File: src/rtl/core/oofq_pkg.sv
package oofq_pkg;

   // default geometry
   localparam int SLOTS_DEFAULT           = 64;
   localparam int MAX_FRAME_BYTES_DEFAULT = 255;

   // fixed field widths
   localparam int LEN_W  = 8;
   localparam int SEQ_W  = 16;
   localparam int WORD_W = 64;

   // operation codes
   localparam logic [1:0] OP_PUSH  = 2'd0;
   localparam logic [1:0] OP_POP   = 2'd1;
   localparam logic [1:0] OP_CLEAR = 2'd2;

   // result status codes
   localparam logic [1:0] ST_FRAME_DATA = 2'd0;
   localparam logic [1:0] ST_EMPTY      = 2'd1;
   localparam logic [1:0] ST_DISCARDED  = 2'd2;

   // request item
   typedef struct packed {
      logic [1:0]       op;
      logic [7:0]       data_byte;
      logic             end_of_frame;
      logic [LEN_W-1:0] reader_cap;
   } req_type;

   // result item
   typedef struct packed {
      logic [1:0]        status;
      logic [WORD_W-1:0] data_word;
      logic [3:0]        bytes_valid;
      logic [LEN_W-1:0]  frame_length;
      logic [SEQ_W-1:0]  sequence_res;
      logic              last_word;
   } rsp_type;

endpackage

File: src/rtl/core/oofq_meta_mem.sv
module oofq_meta_mem #(
   parameter int SLOTS  = 64,
   parameter int SLOT_W = $clog2(SLOTS)
) (
   input  logic                       clock,
   input  logic                       wr_en,
   input  logic [SLOT_W-1:0]          wr_addr,
   input  logic [oofq_pkg::LEN_W-1:0] wr_len,
   input  logic [oofq_pkg::SEQ_W-1:0] wr_seq,
   input  logic                       rd_en,
   input  logic [SLOT_W-1:0]          rd_addr,
   output logic [oofq_pkg::LEN_W-1:0] rd_len,
   output logic [oofq_pkg::SEQ_W-1:0] rd_seq
);

   logic [oofq_pkg::LEN_W-1:0] len_mem_ff [SLOTS];
   logic [oofq_pkg::SEQ_W-1:0] seq_mem_ff [SLOTS];
   logic [oofq_pkg::LEN_W-1:0] rd_len_ff;
   logic [oofq_pkg::SEQ_W-1:0] rd_seq_ff;

   // commit writes length and sequence together
   always_ff @(posedge clock) begin
      if (wr_en) begin
         len_mem_ff[wr_addr] <= wr_len;
         seq_mem_ff[wr_addr] <= wr_seq;
      end
   end

   // registered read of the tail slot
   always_ff @(posedge clock) begin
      if (rd_en) begin
         rd_len_ff <= len_mem_ff[rd_addr];
         rd_seq_ff <= seq_mem_ff[rd_addr];
      end
   end

   assign rd_len = rd_len_ff;
   assign rd_seq = rd_seq_ff;

endmodule

File: config.mk
export PLATFORM = sky130hd
export DESIGN_NAME = oofq_meta_mem
export DESIGN_NICKNAME = d
export VERILOG_FILES = /design/src/rtl/core/oofq_pkg.sv /design/src/rtl/core/oofq_meta_mem.sv
export SDC_FILE = /design/constraint.sdc
export NUM_CORES = 1
export LEC_CHECK = 0
export BUFFER_PORTS_ARGS = -buffer_cell sky130_fd_sc_hd__buf_4
export CORE_MARGIN = 2
export CORE_UTILIZATION = 50
export CTS_BUF_LIST = sky130_fd_sc_hd__clkbuf_2
export CTS_CLUSTER_SIZE = 24
export DETAILED_ROUTE_END_ITERATION = 12
export PLACE_DENSITY = 0.66
export REMOVE_ABC_BUFFERS = 1
export SLEW_MARGIN = 10
export SYNTH_ARGS = -nofsm -noshare
export SYNTH_HDL_FRONTEND = slang
export SYNTH_SLANG_ARGS = --single-unit
File: constraint.sdc
create_clock -name clock -period 4.3 [get_ports clock]
set_clock_uncertainty 0.2 [all_clocks]
set_input_delay 0.645 -clock clock [delete_from_list [all_inputs] [get_ports clock]]
set_output_delay 0.645 -clock clock [all_outputs]
set_load 0.05 [all_outputs]
# [Yosys cells after proc, flatten, opt, wreduce, memory -nomap -nowiden]
# Memory sizes are Yosys's and may differ from the RTL's. A register that Yosys moved wholly into a read port is not among the register bits.
# Index checks and enable logic that the tools add are counted.
# W data, S select, Z words.
[word_totals] word_cells=4 latch_bits=0 n_memories=2 reg_bits=0 romBits=0 output_inout_bits=24 inputBits=39 ramBits=1536
[classes] eq_ne=0 n_mux=2 bitwise_logic=0 n_reduce_logical=0 n_addsub=0 div_mod_pow=0 order_cmp=0 mul=0 shift=0
[memory_table] memory="seq_mem_ff" words=64 word_bits=16 read_ports=1 rd_ports_with_merged_regs=1 wr=1 line="oofq_meta_mem.sv:17" source="logic [oofq_pkg::SEQ_W-1:0] seq_mem_ff [SLOTS];"
[memory_table] memory="len_mem_ff" words=64 word_bits=8 read_ports=1 rd_ports_with_merged_regs=1 wr=1 line="oofq_meta_mem.sv:16" source="logic [oofq_pkg::LEN_W-1:0] len_mem_ff [SLOTS];"
[op_table] cell="$mux W1" n=2

# [Depth between registers and ports, before layout]
[logic_depth] depth_word=2 depth_mapped=10

# [Worst setup path before layout]
# OpenSTA, ideal clock, no wires.
[synth_path] path_type="in2reg" start="input port wr_addr[5]" end="memory len_mem_ff[32][0] in the netlist's numbering, enable pin" setup_ns=0.405 path_buffers=2 t_arrival_ns=2.505 stages=4 setup_slack_ns=1.190 path_cell_list="clkbuf_1 or3b_2 clkbuf_1 nor2_1"
[synth_lines] item="from (decl)" line="oofq_meta_mem.sv:7" source="input logic [SLOT_W-1:0] wr_addr,"
[synth_lines] item="to (decl)" line="oofq_meta_mem.sv:16"
# Straight into the memory's write port.

==> run_results.csv <==
group,metric,value,unit
drt,drc,0,
logic_synthesis,synthCells,2634,
floorplan,num_rows,126,
placement,placed_cells,4219,
drt,vias,30060,
cells_and_area,fill_cells,8709,
drt,ant_nets,0,
setup_path,worstPathMaxFanout,44,
cells_and_area,finish.utilization,0.5695,
power_and_ir_drop,switching_share,0.2423,
clocking,cts.sink_count,1560,
timing,fin_tns_setup,0,ns
placement,place_ws,0.1548,ns
logic_synthesis,ys_seq_elements,1560,
timing,drv_slew,0,
timing,period_needed,3.296,ns
power_and_ir_drop,pwr-share-clk,0.328,
logic_synthesis,ys_types,30,
clocking,postCtsSetupBuffers,0,
status,status,"completed",
clocking,h-tree-depth,5,
logic_synthesis,synthTopCellsByCount,"edfxtp_1 (1,560), mux4_2 (328), mux2i_1 (216)",
logic_synthesis,synth.area.top_cells,"edfxtp_1 (79%), mux4_2 (12%), mux2i_1 (3.6%)",
power_and_ir_drop,p_int,0.02106,W
clocking,insertion_delay,1.71,ns
setup_path,required,5.56,ns
cells_and_area,drive_gt1_frac,0.3459,
logic_synthesis,synth_top_area_share,0.7882,
power_and_ir_drop,power_frac_comb,0.064,
clocking,cts-root-buf,"clkbuf_2",
floorplan,core,117900,sq um
clocking,cts_made_buffers,383,
floorplan,dieHeight,348.8,um
power_and_ir_drop,p_switching,0.006734,W
power_and_ir_drop,ir_drop,0.0002170,V
setup_path,crit_path_end_kind,"flip-flop",
drt,vias_per_cell,6.044,
power_and_ir_drop,powerDensity,413.9,nW/um^2
grt,grt_max_degree,81,
grt,antenna_found_initial,10,
timing,worst_pin_slew,1.386,ns
timing,fmax,0.3034,GHz
clocking,cts.reportedPaths.clkPinSlew,0.11,ns
power_and_ir_drop,power.leakage,22.28,nW
placement,post_dp_cell_area,62500,sq um
drt,drtIter0Drc,3737,
grt,gr-total-overflow,0,
placement,io_buffers,62,
timing,setup_slack,1.004,ns
cells_and_area,fin_nets,3207,
setup_path,cp-start-kind,"input port",
setup_path,cp.arrival,4.55,ns
cells_and_area,stdcell_count,4973,
logic_synthesis,async_reset_ff_frac,0,
cells_and_area,seqCellArea,46840,sq um
floorplan,die_area,121600,sq um
clocking,clk_path_buf_depth,4,
cells_and_area,multi_input_area,12010,sq um
clocking,cts_hold_buf,100,
timing,finalCritPeriodShare,0.7666,
grt,first_global_vias,31160,
floorplan,chipWidth,348.8,um
timing,hold_viol,0,
timing,max-slew-margin-rel,0.06782,
min_path,hp-class,"input port to flip-flop",
floorplan,io_pins,63,
placement,dpl.hpwl,82030,um
logic_synthesis,ys_seq_area_frac,0.7882,
flow_run,cap_viol_max_count,0,
logic_synthesis,netlist_area,59440,sq um
logic_synthesis,yosys.area.top_type,"edfxtp_1",
clocking,cts_tree,"yes",
grt,grt_pass1_wl,213400,um
logic_synthesis,synth_edf_count,1560,
logic_synthesis,yosys.cell_count.top_type,"edfxtp_1",
drt,wl_per_cell,29.89,um
drt,drt-total-wl,148700,um
grt,gr-usage-all-layers,0.2479,
floorplan,initial_core_util,0.5040,
cells_and_area,fin_area,67150,sq um
power_and_ir_drop,p_seq_frac,0.608,
placement,routabilityCongestion,0.8487,
logic_synthesis,synth_top_flop_cell,"edfxtp_1",
clocking,cts-resized-gates,0,
cells_and_area,syn_to_final_growth,12.98,%
logic_synthesis,syn_area_per_cell,22.56,sq um
timing,setup_viol,0,
timing,grt_setup_unrepaired,"false",
logic_synthesis,synth.yosys.warnings,0,
setup_path,crit_type,"input port to flip-flop",
drt,drt-pass1-iter-count,6,
## critical path, stage by stage
cell	delay, ns
dlygate4sd3_1	0.57
buf_8	0.40
buf_12	0.38
nand3b_1	0.68
o22ai_1	0.73
o31ai_1	0.14
buf_4	0.21
and3_1	0.17
dlygate4sd3_1	0.55
## power groups by stage
| stage | sequential, W | combinational (W) | clock [W] |
|---|---|---|---|
| 3_3_place_gp | 0.0172 | 0.00161 | 0 |
| 4_1_cts | 0.0169 | 0.00180 | 0.00938 |
| 5_1_grt | 0.0169 | 0.00187 | 0.0101 |
| 3_5_place_dp | 0.0172 | 0.00165 | 0 |
| 2_1_floorplan | 0.0173 | 0.000604 | 0 |
| 6_report | 0.0169 | 0.00179 | 0.00912 |
## routing by layer
layer | global-route usage | part of all wire | vias up
met3 | 0.05429 | 0.090 | 250
li1 | - | - | 12510
met5 | 0 | 0.00040 | -
met4 | 0.09483 | 0.028 | 10
met2 | 0.3999 | 0.49 | 1572
met1 | 0.3335 | 0.39 | 15720
## metrics by stage
step | total power (W) | hold slack [ns]
6_report | 0.02780 | 0.2032
5_1_grt | 0.02890 | 0.09343
4_1_cts | 0.02806 | 0.07024
3_5_place_dp | 0.01889 | 0.7443
3_3_place_gp | 0.01885 | 0.7191
2_1_floorplan | 0.01790 | 0.5439
## area by class of cell
type                    count  area share
multi-input cells         925      0.1789
diodes                     11   0.0004099
repair buffers            298     0.04695
flip-flops and latches   1560      0.6976
clock buffers             545     0.04062
well taps                1536     0.02862
clock inverters            98    0.006912
## final timing paths
kind,start,endpoint,slack [ns],depth (start not counted)
worst min register to register,len_mem_ff[5][2]$_DFFE_PP_,rd_len[2]$_DFFE_PP_,0.70,4
worst min-delay path,rd_addr[3],rd_seq[11]$_DFFE_PP_,0.20,5
worst max-delay path,rd_addr[1],rd_seq[12]$_DFFE_PP_,1.00,9
worst max register to register,seq_mem_ff[45][12]$_DFFE_PP_,rd_seq[12]$_DFFE_PP_,1.53,6
## kinds of logic after synthesis
family                 Yosys count  share of synthesized area
buffers and inverters          149                    0.01288
flip-flops                    1560                     0.7882
AND/OR/NAND/NOR                133                    0.01034
AO/OA/AOI/OAI                  248                    0.02796
multiplexers                   544                     0.1607
## state kept, by name, summed over array words and instances (netlist names)
register and count:
len_mem_ff 512, rd_len 8, seq_mem_ff 1024, rd_seq 16
## cells in the final DEF (no fill, tap or decap), types with 5 or more instances in the layout
cell	n
buf_12	18
clkbuf_2	545
nor2_1	20
nand3_1	6
o21ai_0	30
clkinv_1	80
mux4_2	328
nand2_1	5
a21o_1	16
and3_1	16
o31ai_1	15
o22ai_1	56
inv_2	5
nor2_2	64
diode_2	11
a22oi_1	80
a31oi_1	40
dlygate4sd3_1	75
mux2i_1	216
buf_4	178
buf_16	24
nand3b_1	6
clkinv_2	8
edfxtp_1	1560
a211oi_1	8
Power figures use the tool's default switching activity.
